## config.mk

```make
export PLATFORM = sky130hd
export DESIGN_NAME = dhcp_option_tlv_parser
export DESIGN_NICKNAME = d
export VERILOG_FILES = /design/src/rtl/dhcpp_pkg.sv /design/src/rtl/dhcp_option_tlv_parser.sv /design/src/rtl/dhcpp_core.sv /design/src/rtl/dhcpp_rq.sv
export SDC_FILE = /design/constraint.sdc
export NUM_CORES = 1
export LEC_CHECK = 0
export ABC_AREA = 1
export ABC_CLOCK_PERIOD_IN_PS = 6100
export BUFFER_PORTS_ARGS = -buffer_cell sky130_fd_sc_hd__buf_2
export CAP_MARGIN = 10
export CORE_MARGIN = 10
export CORE_UTILIZATION = 25
export DETAILED_ROUTE_END_ITERATION = 16
export PLACE_DENSITY = 0.43
export SYNTH_ARGS = -nofsm -noshare
export SYNTH_HDL_FRONTEND = slang
export SYNTH_SLANG_ARGS = --single-unit
export TNS_END_PERCENT = 100
```

## constraint.sdc

```tcl
create_clock -name clk -period 6.1 [get_ports clk]
set_clock_uncertainty 0.05 [all_clocks]
set_input_delay 1.22 -clock clk [delete_from_list [all_inputs] [get_ports clk]]
set_output_delay 1.22 -clock clk [all_outputs]
set_load 0.02 [all_outputs]
```

## src/rtl/dhcpp_pkg.sv

```systemverilog
// shared types and constants for the dhcp option parser
package dhcpp_pkg;

  localparam int DEF_MAX_AREA_BYTES = 2048;

  // result queue geometry
  localparam int RQ_DEPTH = 4;
  localparam int RQ_AW    = 2;
  localparam int RQ_CW    = 3;

  localparam int VALUE_BYTES = 4;

  // option codes of interest
  localparam logic [7:0] OPT_PAD       = 8'd0;
  localparam logic [7:0] OPT_END       = 8'd255;
  localparam logic [7:0] OPT_TYPE      = 8'd53;
  localparam logic [7:0] OPT_OVERLOAD  = 8'd52;
  localparam logic [7:0] OPT_SERVER    = 8'd54;
  localparam logic [7:0] OPT_LEASE     = 8'd51;
  localparam logic [7:0] OPT_HOST_NAME = 8'd12;
  localparam logic [7:0] OPT_CLIENT_ID = 8'd61;
  localparam logic [7:0] OPT_GATEWAY   = 8'd3;
  localparam logic [7:0] OPT_DNS       = 8'd6;

  // result kinds
  localparam logic KIND_RECORD  = 1'b0;
  localparam logic KIND_SUMMARY = 1'b1;

  // end reasons
  localparam logic [1:0] REASON_END_CODE  = 2'd0;
  localparam logic [1:0] REASON_RAN_OUT   = 2'd1;
  localparam logic [1:0] REASON_TRUNCATED = 2'd2;

  typedef struct packed {
    logic [7:0] data_byte;
    logic       message_start;
    logic       area_start;
    logic       area_last;
  } item_t;

  typedef struct packed {
    logic        result_kind;
    logic [7:0]  option_code;
    logic [7:0]  option_length;
    logic [10:0] data_offset;
    logic [7:0]  message_type;
    logic [7:0]  overload_flags;
    logic [31:0] server_address;
    logic [31:0] lease_seconds;
    logic [7:0]  found_mask;
    logic [1:0]  end_reason;
    logic        last;
  } result_t;

endpackage

```

## src/rtl/dhcp_option_tlv_parser.sv

```systemverilog
// dhcp option area parser: one byte per item, option records and area summaries out
//
//  channel  dir  handshake          payload
//  s_*      in   s_tvalid/s_tready  s_tdata data_byte, s_tuser flags, s_tlast area_last
//  m_*      out  m_tvalid/m_tready  m_tdata result fields, m_tuser result_kind, m_tlast last
//
//  one byte accepted per cycle while the result side keeps up; a byte waits in the
//  input register until the queue has room for a pair, then its results are pushed
//  a byte may cause two results, so a run of such bytes is limited by the one
//  result per cycle output port; the four-entry result queue sets the slack
//  rst clears parse state, held values and queue; nothing is lost on stalls
module dhcp_option_tlv_parser import dhcpp_pkg::*; #(
  parameter int MAX_AREA_BYTES = DEF_MAX_AREA_BYTES
) (
  input  logic         clk,
  input  logic         rst,
  input  logic         s_tvalid,
  output logic         s_tready,
  input  logic [7:0]   s_tdata,   // data_byte
  input  logic [1:0]   s_tuser,   // message_start, area_start
  input  logic         s_tlast,   // area_last
  output logic         m_tvalid,
  input  logic         m_tready,
  output logic [119:0] m_tdata,   // option_code, option_length, data_offset,
                                  // message_type, overload_flags, server_address,
                                  // lease_seconds, found_mask, end_reason, zero pad
  output logic         m_tuser,   // result_kind
  output logic         m_tlast    // last
);

  logic          in_valid;
  item_t         in_item;
  logic          fire;
  logic          has_room;
  result_t [1:0] res;
  logic    [1:0] res_count;
  logic    [1:0] push_count;
  result_t       out_res;

  assign fire       = in_valid & has_room;
  assign s_tready   = ~in_valid | fire;
  assign push_count = fire ? res_count : 2'd0;

  always_ff @(posedge clk) begin
    if (rst) begin
      in_valid <= 1'b0;
    end else if (s_tvalid && s_tready) begin
      in_valid <= 1'b1;
    end else if (fire) begin
      in_valid <= 1'b0;
    end
  end

  always_ff @(posedge clk) begin
    if (s_tvalid && s_tready) begin
      in_item.data_byte     <= s_tdata;
      in_item.message_start <= s_tuser[0];
      in_item.area_start    <= s_tuser[1];
      in_item.area_last     <= s_tlast;
    end
  end

  dhcpp_core #(
    .MAX_AREA_BYTES(MAX_AREA_BYTES)
  ) u_core (
    .clk      (clk),
    .rst      (rst),
    .fire     (fire),
    .item     (in_item),
    .res      (res),
    .res_count(res_count)
  );

  dhcpp_rq u_rq (
    .clk       (clk),
    .rst       (rst),
    .push_count(push_count),
    .push_data (res),
    .has_room  (has_room),
    .out_valid (m_tvalid),
    .out_ready (m_tready),
    .out_data  (out_res)
  );

  assign m_tdata = {3'd0, out_res.end_reason, out_res.found_mask, out_res.lease_seconds,
                    out_res.server_address, out_res.overload_flags, out_res.message_type,
                    out_res.data_offset, out_res.option_length, out_res.option_code};
  assign m_tuser = out_res.result_kind;
  assign m_tlast = out_res.last;

  assert property (@(posedge clk) disable iff (rst)
    (in_valid && !fire) |=> (in_valid && $stable(in_item)))
    else $error("held item lost while waiting for queue room");

  assert property (@(posedge clk) disable iff (rst)
    (m_tvalid && m_tuser == KIND_SUMMARY) |-> (m_tlast && m_tdata[26:0] == 27'd0))
    else $error("summary carries option fields or is not last");

  assert property (@(posedge clk) disable iff (rst)
    (m_tvalid && m_tuser == KIND_RECORD) |-> (m_tdata[116:115] == REASON_END_CODE))
    else $error("option record carries an end reason");

  assert property (@(posedge clk) disable iff (rst)
    (fire && res_count == 2'd2) |-> (res[0].result_kind == KIND_RECORD && !res[0].last))
    else $error("pair of results not ordered record then summary");

endmodule

```

## src/rtl/dhcpp_core.sv

```systemverilog
// parse state and per-byte update, up to two results per item
module dhcpp_core import dhcpp_pkg::*; #(
  parameter int MAX_AREA_BYTES = DEF_MAX_AREA_BYTES
) (
  input  logic          clk,
  input  logic          rst,
  input  logic          fire,
  input  item_t         item,
  output result_t [1:0] res,
  output logic    [1:0] res_count
);

  localparam int POS_W = $clog2(MAX_AREA_BYTES);
  localparam logic [POS_W-1:0] POS_MAX = POS_W'(MAX_AREA_BYTES - 1);

  typedef enum logic [1:0] {
    PH_CODE,
    PH_LEN,
    PH_DATA,
    PH_DONE
  } phase_t;

  phase_t           parse_phase, parse_phase_next;
  logic [7:0]       current_code, current_code_next;
  logic [7:0]       current_length, current_length_next;
  logic [7:0]       bytes_left, bytes_left_next;
  logic [POS_W-1:0] area_position, area_position_next;
  logic [POS_W-1:0] option_start, option_start_next;
  logic [31:0]      value_shift, value_shift_next;
  logic [7:0]       held_type, held_type_next;
  logic [7:0]       held_overload, held_overload_next;
  logic [31:0]      held_server, held_server_next;
  logic [31:0]      held_lease, held_lease_next;
  logic [7:0]       seen_bits, seen_bits_next;

  logic [POS_W-1:0] pos;
  logic             done;
  logic [31:0]      value_word;
  logic [7:0]       consumed;
  logic [1:0]       reason;
  logic [POS_W+10:0] start_ext;
  result_t          rec, summ;

  function automatic logic [POS_W-1:0] sat_inc(input logic [POS_W-1:0] p);
    sat_inc = (p == POS_MAX) ? p : p + POS_W'(1);
  endfunction

  always_comb begin
    parse_phase_next    = parse_phase;
    current_code_next   = current_code;
    current_length_next = current_length;
    bytes_left_next     = bytes_left;
    option_start_next   = option_start;
    value_shift_next    = value_shift;
    held_type_next      = held_type;
    held_overload_next  = held_overload;
    held_server_next    = held_server;
    held_lease_next     = held_lease;
    seen_bits_next      = seen_bits;
    done                = 1'b0;
    value_word          = '0;
    reason              = REASON_END_CODE;
    consumed            = current_length - bytes_left;

    if (item.message_start) begin
      held_type_next     = '0;
      held_overload_next = '0;
      held_server_next   = '0;
      held_lease_next    = '0;
      seen_bits_next     = '0;
    end

    if (item.area_start) begin
      parse_phase_next = PH_CODE;
      pos              = '0;
    end else begin
      pos = area_position;
    end

    case (parse_phase_next)
      PH_CODE: begin
        if (item.data_byte == OPT_END) begin
          parse_phase_next = PH_DONE;
        end else if (item.data_byte != OPT_PAD) begin
          current_code_next = item.data_byte;
          value_shift_next  = '0;
          parse_phase_next  = PH_LEN;
        end
      end
      PH_LEN: begin
        current_length_next = item.data_byte;
        bytes_left_next     = item.data_byte;
        option_start_next   = sat_inc(pos);
        if (item.data_byte == 8'd0) begin
          done = 1'b1;
        end else begin
          parse_phase_next = PH_DATA;
        end
      end
      PH_DATA: begin
        if (consumed < 8'(VALUE_BYTES)) begin
          value_shift_next = {value_shift[23:0], item.data_byte};
        end
        bytes_left_next = bytes_left - 8'd1;
        if (bytes_left_next == 8'd0) begin
          done = 1'b1;
        end
      end
      default: begin
      end
    endcase

    // short options read as if the missing bytes were zero
    if (current_length_next >= 8'(VALUE_BYTES)) begin
      value_word = value_shift_next;
    end else begin
      case (current_length_next[1:0])
        2'd1:    value_word = {value_shift_next[7:0], 24'd0};
        2'd2:    value_word = {value_shift_next[15:0], 16'd0};
        2'd3:    value_word = {value_shift_next[23:0], 8'd0};
        default: value_word = '0;
      endcase
    end

    if (done) begin
      parse_phase_next = PH_CODE;
      case (current_code_next)
        OPT_TYPE: begin
          held_type_next    = value_word[31:24];
          seen_bits_next[0] = 1'b1;
        end
        OPT_OVERLOAD: begin
          held_overload_next = value_word[31:24];
          seen_bits_next[1]  = 1'b1;
        end
        OPT_SERVER: begin
          held_server_next  = value_word;
          seen_bits_next[2] = 1'b1;
        end
        OPT_LEASE: begin
          held_lease_next   = value_word;
          seen_bits_next[3] = 1'b1;
        end
        OPT_HOST_NAME: seen_bits_next[4] = 1'b1;
        OPT_CLIENT_ID: seen_bits_next[5] = 1'b1;
        OPT_GATEWAY:   seen_bits_next[6] = 1'b1;
        OPT_DNS:       seen_bits_next[7] = 1'b1;
        default: begin
        end
      endcase
    end

    if (item.area_last) begin
      case (parse_phase_next)
        PH_DONE: reason = REASON_END_CODE;
        PH_CODE: reason = REASON_RAN_OUT;
        default: reason = REASON_TRUNCATED;
      endcase
      parse_phase_next = PH_CODE;
    end

    area_position_next = sat_inc(pos);
  end

  assign start_ext = {11'd0, option_start_next};

  always_comb begin
    rec.result_kind    = KIND_RECORD;
    rec.option_code    = current_code_next;
    rec.option_length  = current_length_next;
    rec.data_offset    = start_ext[10:0];
    rec.message_type   = held_type_next;
    rec.overload_flags = held_overload_next;
    rec.server_address = held_server_next;
    rec.lease_seconds  = held_lease_next;
    rec.found_mask     = seen_bits_next;
    rec.end_reason     = REASON_END_CODE;
    rec.last           = ~item.area_last;

    summ               = rec;
    summ.result_kind   = KIND_SUMMARY;
    summ.option_code   = '0;
    summ.option_length = '0;
    summ.data_offset   = '0;
    summ.end_reason    = reason;
    summ.last          = 1'b1;

    res[0]    = done ? rec : summ;
    res[1]    = summ;
    res_count = {1'b0, done} + {1'b0, item.area_last};
  end

  always_ff @(posedge clk) begin
    if (rst) begin
      parse_phase    <= PH_CODE;
      current_code   <= '0;
      current_length <= '0;
      bytes_left     <= '0;
      area_position  <= '0;
      option_start   <= '0;
      value_shift    <= '0;
      held_type      <= '0;
      held_overload  <= '0;
      held_server    <= '0;
      held_lease     <= '0;
      seen_bits      <= '0;
    end else if (fire) begin
      parse_phase    <= parse_phase_next;
      current_code   <= current_code_next;
      current_length <= current_length_next;
      bytes_left     <= bytes_left_next;
      area_position  <= area_position_next;
      option_start   <= option_start_next;
      value_shift    <= value_shift_next;
      held_type      <= held_type_next;
      held_overload  <= held_overload_next;
      held_server    <= held_server_next;
      held_lease     <= held_lease_next;
      seen_bits      <= seen_bits_next;
    end
  end

endmodule

```

## src/rtl/dhcpp_rq.sv

```systemverilog
// small result queue taking up to two results a cycle, one out
module dhcpp_rq import dhcpp_pkg::*; (
  input  logic          clk,
  input  logic          rst,
  input  logic    [1:0] push_count,
  input  result_t [1:0] push_data,
  output logic          has_room,
  output logic          out_valid,
  input  logic          out_ready,
  output result_t       out_data
);

  result_t [RQ_DEPTH-1:0] slots;
  logic [RQ_AW-1:0]       wptr, rptr;
  logic [RQ_CW-1:0]       count;
  logic                   pop;
  logic [RQ_AW-1:0]       wptr_plus;

  assign pop       = out_valid & out_ready;
  assign out_valid = (count != '0);
  assign out_data  = slots[rptr];
  // room for a full pair, whatever leaves this cycle
  assign has_room  = (count <= RQ_CW'(RQ_DEPTH - 2));
  assign wptr_plus = wptr + RQ_AW'(1);

  always_ff @(posedge clk) begin
    if (push_count != 2'd0) begin
      slots[wptr] <= push_data[0];
    end
    if (push_count == 2'd2) begin
      slots[wptr_plus] <= push_data[1];
    end
  end

  always_ff @(posedge clk) begin
    if (rst) begin
      wptr  <= '0;
      rptr  <= '0;
      count <= '0;
    end else begin
      wptr  <= wptr + RQ_AW'(push_count);
      rptr  <= rptr + RQ_AW'(pop);
      count <= count + RQ_CW'(push_count) - RQ_CW'(pop);
    end
  end

  assert property (@(posedge clk) disable iff (rst) count <= RQ_CW'(RQ_DEPTH))
    else $error("result queue over full");

  assert property (@(posedge clk) disable iff (rst)
    (push_count != 2'd0) |-> (count <= RQ_CW'(RQ_DEPTH - 2)))
    else $error("push without room for a pair");

  assert property (@(posedge clk) disable iff (rst)
    (pop && push_count == 2'd0) |=> (count == $past(count) - RQ_CW'(1)))
    else $error("queue count lost track of a pop");

endmodule

```

After elaboration in Yosys (flattened, before gate mapping)

Cells that the tools add are included.

Add/sub/neg operators: 9
$lt $le $gt $ge: 8
Eq/ne operators: 17
Muxes and demuxes: 62
Bitwise operators: 5
Reduce and logical (&&, ||, !) cells: 13

Operator list:

| operator                                                    | number |
|---|---|
| bitwise mux 476 bit                                         | 2 |
| two-way mux 476 bit                                         | 2 |
| demux 119 bit (select 2 bit)                                | 2 |
| two-way mux 119 bit                                         | 4 |
| two-way mux 32 bit                                          | 10 |
| binary-select mux 119 bit (select 2 bit)                    | 1 |
| two-way mux 8 bit                                           | 12 |
| one-hot mux 32 bit (3 select lines)                         | 1 |
| one-hot mux 32 bit (2 select lines)                         | 1 |
| == test 8 x 6 -> 1 bit (second input constant)              | 5 |
| two-way mux 11 bit                                          | 3 |
| zero test 8 bit                                             | 2 |
| two-way mux 2 bit                                           | 8 |
| one-hot mux 8 bit (2 select lines)                          | 1 |
| two-way mux 1 bit                                           | 12 |
| adder 11 x 1 -> 11 bit (second input constant)              | 1 |
| == test 11 bit (second input constant)                      | 1 |
| == test 2 bit (second input constant)                       | 5 |
| less-than comparator 2 x 3 -> 1 bit (second input constant) | 3 |
| == test 8 x 2 -> 1 bit (second input constant)              | 1 |
| == test 8 x 3 -> 1 bit (second input constant)              | 1 |
| == test 8 x 4 -> 1 bit (second input constant)              | 1 |
| == test 8 bit (second input constant)                       | 1 |
| >= comparator 8 x 3 -> 1 bit (second input constant)        | 1 |
| other kinds (23)                                            | 33 |

Register bits after elaboration: 663
Output and inout port bits: 124

Depth between registers and ports, before layout

Gate-level depths: netlist of run 1.

Word-level depth: 13
Depth in mapped cells: 25

Cells and area by module

A second synthesis of run 1 with hierarchy kept.

Cells, all modules: 6,361
Area total of the unflattened synthesis: 38,129.1 um^2

Modules (own cells, without submodules):

| module                 | instances | cells an instance | area each (um^2) | sequential area each (um^2) |
|---|---|---|---|---|
| dhcpp_rq               | 1         | 4,409             | 25,941.1         | 9,669.3 |
| dhcpp_core             | 1         | 1,925             | 11,761.3         | 3,363.2 |
| dhcp_option_tlv_parser | 1         | 27                | 426.7            | 350.3 |

Worst setup path before layout of run 1

OpenSTA, ideal clock, no wires.

Path type: reg-to-reg
Start: register in_item[1] (netlist bit)
End: register u_rq.slots[10] (netlist bit)
Library setup time: 114 ps
Arrival time: 4,395 ps
Path slack: 1,541 ps
Stages on the path, launching flop included: 26
Cells stage by stage: edfxtp_1 inv_1 nand2_1 inv_2 clkbuf_1 buf_1 ha_1 buf_2 clkinv_1 nor2_1 inv_1 a21oi_1 buf_2 buf_2 ha_1 inv_1 nor2_1 nor2_1 nor2_1 inv_1 nand2_1 buf_2 inv_2 buf_1 mux2i_1 inv_1

Cells in the longest elaborated chain, start to end: 11

RTL lines:

| what                           | RTL line                     | source |
|---|---|---|
| start: declaration             | dhcp_option_tlv_parser.sv:32 | `item_t in_item;` |
| two-way mux 2 bit (*)          | dhcpp_core.sv:73             | `if (item.area_start) begin` |
| zero test 2 bit                | dhcpp_core.sv:80             | `case (parse_phase_next)` |
| two-way mux 8 bit              | dhcpp_core.sv:80             |  |
| == test 8 x 3 -> 1 bit         | dhcpp_core.sv:127            | `case (current_code_next)` |
| two-way mux 1 bit              | dhcpp_core.sv:127            |  |
| two-way mux 8 bit              | dhcpp_core.sv:125            | `if (done) begin` |
| two-way mux 119 bit            | dhcpp_core.sv:188            | `res[0] = done ? rec : summ;` |
| bitwise mux 476 bit            | dhcpp_rq.sv:28               | `slots[wptr] <= push_data[0];` |
| two-way mux 476 bit            | dhcpp_rq.sv:27               | `if (push_count != 2'd0) begin` |
| bitwise mux 476 bit            | dhcpp_rq.sv:31               | `slots[wptr_plus] <= push_data[1];` |
| two-way mux 476 bit (*)        | dhcpp_rq.sv:30               | `if (push_count == 2'd2) begin` |
| end signal: indexed assignment | dhcpp_rq.sv:28               |  |
| end signal: indexed assignment | dhcpp_rq.sv:31               |  |
| end: declaration               | dhcpp_rq.sv:13               | `result_t [RQ_DEPTH-1:0] slots;` |

Every way passes the cells marked *; elsewhere a longest branch is shown, timed or not.
A chain may end at the register's enable or synchronous reset.

Final worst setup path of run 1

Start: register in_item[1] (netlist bit)
End: register u_rq.slots[152] (netlist bit)

Cells in the longest elaborated chain, start to end: 13

RTL lines:

| what                                                                                  | RTL line |
|---|---|
| two-way mux 2 bit (*)                                                                 | dhcpp_core.sv:73 |
| parallel branches: the longest is 11 deep, another holds >= comparator 8 x 3 -> 1 bit | - |
| two-way mux 476 bit (*)                                                               | dhcpp_rq.sv:30 |

Mark *: on every way between the ends.

==> impl_results.md, run 1 <==
* EDFF count, synth at 11
* Die height at 376 microns
* Top cell type's share of synthesized area at 41.2%
* Fill count at 13900
* Die width at 376 microns
* Post-Layout Cell Count at 6172
* CP required at 6.56 ns
* Comb power frac at 34.7%
* Reg clk slew, reported paths at 0.06 ns
* Worst vdd ir at 326 uV
* Initial DRT Pass Iterations at 5
* Hold buffer count at CTS at 0
* Async S/R FF share, synth at 0%
* Max-slew headroom at 30.9%
* Register bit total from synthesis at 663
* Vias at 28800
* Vias in the first global route at 27500
* Final Hold Fails at 0
* Biggest area consumer among synthesized cells: dfxtp_1
* Fin crit period at 5.17 ns
* RR Startpoint: in_item[1]
* Crit path from: in_item[1]
* Die Area at 141000 sq um
* Antenna Nets Post-Route at 0
* Pint at 9.85 mW
* Critical path peak fanout at 164
* Post-Synth Simple-Gate Area at 26.1%
* Initial antenna violation count at 4
* Setup crit start kind: flip-flop
* Adder-cell area share of the yosys netlist at 0.852%
* Iter 0 DRT Violations at 1952
* Vias per inst at 4.67
* Kind of critical path: reg -> reg
* Crit. End Element: flip-flop
* Mean routed wirelength per cell at 17.5 microns
* Max Clk Rate at 0.194 GHz
* Post-CTS setup buffers at 0
* Inst Count DP at 6031
* Post-synth cell types at 58
* Clock Path Buffers at 3
* IO Count at 139
* WL final at 108000 microns
* Layout Nets at 4498
* Max_cap viols at 0
* Register area share after synthesis at 42.2%
* Synth Area in Compound Gates at 18.1%
* I/O Buffers at 135
* Worst-Margin Slew at 1.03 ns
* Root Buffer: clkbuf_16
* TritonCTS clock tree: built
* Top cells by area, synth: dfxtp_1 41%, nand3_1 9.2%, nand2_1 7.6%, o21ai_0 7.4%, inv_1 7.1%
* Layout Cell Area excl Fill at 36300 sq um
* Ys Warns at 0
* Layout cells sized above 1 at 12.6%
* Largest family of logic cells by synthesized area: simple AND/OR/NAND/NOR gates
* CTS Buf Count at 79
* Final Util at 28.9%
* R2R cell count at 19
* Core ar. at 126000 sq um
* Synth Cell Area at 31700 sq um
* Dpl hpwl at 66700 microns
* Max Transition Viols Final at 0
* Hold WS at 0.401 ns
* CTS resizes at 0
* First-pass GRT wire length at 168000 microns
* Outcome: finished clean
* Mux cell area share after synthesis at 1.04%
* Xor and xnor area share after synthesis at 0.442%
* Cell Rows at 130
* Pwr per Cell Area at 441 nW/um^2
* Initial Util at 25.2%
* Clock power share at 29.6%
* CTS sink count at 663
* Area Overhead vs Synth at 14.6%
* Setup slack, reg-to-reg at 0.93 ns
* Final setup fails at 0
* Main synth FF type: dfxtp_1
* Placed cell area at 33800 sq um
* Setup TNS at 0 ns
* Period utilisation layout at 84.7%
* GRT Total Usage at 14.9%
* Leakage at 17.6 nW
* Clock Latency Late Sink at 0.64 ns
* Switching portion of total power at 38.6%
* Switch Pwr at 6.20 mW
* Setup crit end: u_rq.slots[152]
* DRC violations left at 0
* Largest net degree at the start of global routing at 183
* R2r endpoint: u_rq.slots[152]
* Sequential share of power at 35.8%
* RSZ-0062 raised after global routing: false
* H-tree depth at 3
* Synth Instances at 4486
* Tightest Hold Check Type: reg -> reg
* Critical path arrival at 5.63 ns
* Total grt overflow at 0
* Synthesized area per cell at 7.07 sq um
* GPL Wtd Cong at 0.782
==> how the worst min path moves through the flow <==
| stage | from | depth (start not counted) | end |
|---|---|---|---|
| floorplan | u_rq.slots[329] | 2 | u_rq.slots[329] |
| global placement | u_rq.slots[215] | 2 | u_rq.slots[215] |
| detailed placement | u_rq.slots[222] | 2 | u_rq.slots[222] |
| CTS | u_rq.slots[222] | 2 | u_rq.slots[222] |
| global route | u_rq.slots[169] | 2 | u_rq.slots[169] |
| finish | u_rq.slots[332] | 2 | u_rq.slots[332] |
==> layer usage <==
metal,share of wire [%],track usage (%)
met2,44,23.7
met3,4.8,2.52
met5,0,0
met1,49,20.7
met4,2.1,3.73
==> state kept, by name, summed over array words and instances, names as in the netlist, 11 cells and up <==
| name | flops |
|---|---|
| u_core.held_lease | 32 |
| u_core.option_start | 11 |
| u_core.area_position | 11 |
| u_rq.slots | 476 |
| u_core.value_shift | 32 |
| u_core.held_server | 32 |
| in_item | 11 |
==> layout by cell type, fill, tap and decap left out, types with 17 or more instances in the layout <==
cell	instances
dfxtp_1	650
nand2_1	640
inv_1	594
nand3_1	585
o21ai_0	472
nor2_1	336
o21ai_1	160
or2_2	157
buf_2	135
o22ai_1	134
clkbuf_16	83
a21oi_1	75
o21a_1	72
buf_4	43
nand2_2	37
a31oi_1	36
mux2i_1	33
inv_2	23
clkbuf_1	21
clkbuf_8	21
ha_1	20
a211oi_1	17
==> cell families (layout without fill, tap and decap cells) <==
| family | count (synthesis) | in the layout |
|---|---|---|
| and+or+nand+nor | 1810 | 1810 |
| AOI/OAI and AO/OA | 1023 | 1023 |
| buffers and inverters | 919 | 952 |
| DFF | 663 | 663 |
| muxes | 33 | 33 |
| adders and majority gates | 21 | 21 |
| xor gates and xnor gates | 16 | 16 |
| other | 1 | 4 |
==> cell usage after synthesis, types with 6 or more instances <==
library cell and instances:
a21oi_1 76, buf_1 33, a211oi_1 17, ha_1 20
o21bai_1 9, inv_1 598, edfxtp_1 11, or2_2 157
o21a_1 72, dfxtp_1 652, nand2_1 644, a31oi_1 36
nand2_2 37, o211ai_1 15, a21boi_1 7, inv_2 24
nand2_4 10, clkbuf_1 225, xnor2_1 6, o21ai_0 472
o22ai_1 134, nand4_1 11, nand3_1 586, xor2_1 10
nor2_1 336, mux2i_1 33, nand3_2 8, o21ai_1 160
buf_2 21
==> power groups by stage <==
stage | Clock, mW | Combinational (mW) | Sequential (mW)
2_1_floorplan | 0 | 3.80 | 5.64
3_3_place_gp | 0 | 5.66 | 5.82
3_5_place_dp | 0 | 5.67 | 5.82
4_1_cts | 4.89 | 5.69 | 5.74
5_1_grt | 5.07 | 6.26 | 5.85
6_report | 4.74 | 5.56 | 5.74
==> through the flow <==
step	total power, mW	worst slack (ns)
2_1_floorplan	9.44	1.54
3_3_place_gp	11.5	0.902
3_5_place_dp	11.5	0.905
4_1_cts	16.3	0.888
5_1_grt	17.2	0.441
6_report	16.0	0.932
==> layout make-up <==
class | count | area [sq um] | area share [%]
diodes | 1 | 2.50 | 0.00689
clock buffers | 125 | 2440 | 6.73
clock inverters | 15 | 128 | 0.351
inverters | 629 | 2380 | 6.56
multi-input cells | 2906 | 14800 | 40.8
flip-flops and latches | 663 | 13400 | 36.8
well taps | 1650 | 2060 | 5.68
repair buffers | 183 | 1100 | 3.02
==> critical path, stage by stage (launching register included) <==
cell and delay (ns):
edfxtp_1 0.60, inv_1 0.18, nand2_1 0.49, ha_1 0.30, nand3_1 0.10, nor4b_1 0.37, nand4_1 0.21, a21oi_2 0.20
buf_4 0.37, ha_1 0.22, inv_1 0.04, nor2_1 0.20, inv_1 0.11, nor2_1 0.22, nand2_1 0.19, nand2_4 0.13
buf_12 0.50, nand3_1 0.17, o21ai_1 0.11, inv_1 0.06
No activity file was read; power rests on OpenSTA's default activity.
==> inputs of run 2 (changes only) <==
ABC_CLOCK_PERIOD_IN_PS = 5300   (was 6100)
clock period = 5.3 ns   (was 6.1 ns; I/O delays follow)
==> run 2 against run 1 <==
Via count is 0.43% higher. Largest power group unchanged. First-iteration DRC count is 9.0% higher. Maximum frequency is 19% higher. Flip-flop and latch count unchanged. Non-clock buffer count up 8. Largest cell class unchanged. Combinational power up 15%. Register-to-register slack improved by 0.04 ns.
==> impl_results.md, run 2 (same netlist as run 1, synthesis figures left out) <==
* Reg clk slew, reported paths at 0.06 ns
* Hold buffer count at CTS at 0
* Tightest Hold Check Type: reg -> reg
* Max-slew headroom at 18.9%
* Core ar. at 126000 sq um
* Initial Util at 25.2%
* Vias per inst at 4.68
* Most frequent cells in the layout: 650 x dfxtp_1, 640 x nand2_1, 594 x inv_1
* Worst-Margin Slew at 1.22 ns
* Layout cells sized above 1 at 12.7%
* CTS sink count at 663
* Antenna Nets Post-Route at 0
* Die height at 376 microns
* H-tree depth at 3
* Outcome: finished clean
* Vias in the first global route at 27800
* Post-CTS setup buffers at 0
* Fill count at 13800
* CTS resizes at 0
* TritonCTS clock tree: built
* Area Overhead vs Synth at 15.2%
* Clock Path Buffers at 3
* Layout Cell Area excl Fill at 36500 sq um
* Setup crit start kind: flip-flop
* Root Buffer: clkbuf_16
* Dominant delay contributor by cell family on the critical path: buffers and inverters
* WL final at 109000 microns
* Max FFs per register at 476
* Total grt overflow at 0
* Slowest cell delay on critical path at 0.84 ns
* Fin crit period at 4.33 ns
* Max_cap viols at 0
* Final worst slack at 0.969 ns
* Placed cell area at 33900 sq um
* RSZ-0062 raised after global routing: false
* Largest reg by FF count: u_rq.slots
* Mean routed wirelength per cell at 17.6 microns
* Setup slack at placement at 0.955 ns
* GRT Total Usage at 15.0%
* DRC violations left at 0
* Initial DRT Pass Iterations at 5
* Crit. End Element: flip-flop
* Inst Count DP at 6039
* Die width at 376 microns
* Final Hold Fails at 0
* I/O Buffers at 135
* Leakage at 17.6 nW
* Most common cell after layout, fill and taps aside: dfxtp_1
* GPL Wtd Cong at 0.782
* Final Util at 29.0%
* Critical path cell sequence: inv_1, nand2_1, buf_4, ha_1, buf_4, nand3_2, o21ai_0, or2_0, nor2_1, nand3_4, clkinv_2, nand2_1, nand3_1, o21ai_1, inv_1
* IO Count at 139
* First-pass GRT wire length at 169000 microns
* Max Transition Viols Final at 0
* Master of the slowest instance on the critical path: clkinv_2
* Critical path peak fanout at 36
* Largest net degree at the start of global routing at 186
* Critical path arrival at 4.82 ns
* Worst vdd ir at 304 uV
* Layout Nets at 4505
* Initial antenna violation count at 4
* Dpl hpwl at 67600 microns
* Iter 0 DRT Violations at 2128
* Max Clk Rate at 0.231 GHz
* Pwr per Cell Area at 510 nW/um^2
* Vias at 29000
* Cell Rows at 130
* Die Area at 141000 sq um
* Setup TNS at 0 ns
* Period utilisation layout at 81.7%
* Final setup fails at 0
* Worst Path Buf+Inv at 5
* CTS Buf Count at 78
* Kind of critical path: reg -> reg
* Clock Latency Late Sink at 0.65 ns
* CP required at 5.79 ns
* Post-Layout Cell Count at 6184
## run 2: power breakdown
| part | internal (mW) | switching, mW |
|---|---|---|
| sequential | 6.04 | 0.561 |
| clock | 3.27 | 2.34 |
| combinational | 2.10 | 4.30 |
## run 2: tightest hold or removal path: stages (launching register included)
cell and delay [ns]:
dfxtp_1 0.32, nand2_1 0.05, o21ai_0 0.05
## run 2: final timing paths
kind	endpoint	slack, ns	depth (start not counted)	startpoint
worst max-delay path	u_rq.slots[11]	0.97	15	in_item[1]
worst min-delay path	u_rq.slots[344]	0.40	2	u_rq.slots[344]
worst max register to register	u_rq.slots[11]	0.97	15	in_item[1]
worst min register to register	u_rq.slots[344]	0.40	2	u_rq.slots[344]
## run 2: layer usage
layer | vias up | share of wire [%] | track usage (%)
met2 | 548 | 44 | 23.9
li1 | 14700 | - | -
met5 | - | 0 | 0
met3 | 113 | 4.5 | 2.27
met1 | 13600 | 50 | 21.1
met4 | 0 | 1.6 | 3.14
## run 2: final cells by class
cell class	count	area [sq um]	share of cell area (%)
clock buffers	118	2260	6.20
inverters	629	2380	6.53
repair buffers	191	1200	3.28
diodes	1	2.50	0.00685
well taps	1650	2060	5.65
multi-input cells	2906	14800	40.6
flip-flops and latches	663	13400	36.7
clock inverters	26	390	1.07
## run 2: per-stage QoR
stage                     hold WS, ns  power [mW]
final                           0.402        18.6
after global routing            0.421        19.9
after CTS                       0.405        18.9
after detailed placement        0.390        13.2
after global placement          0.382        13.2
after floorplan                 0.373        10.9
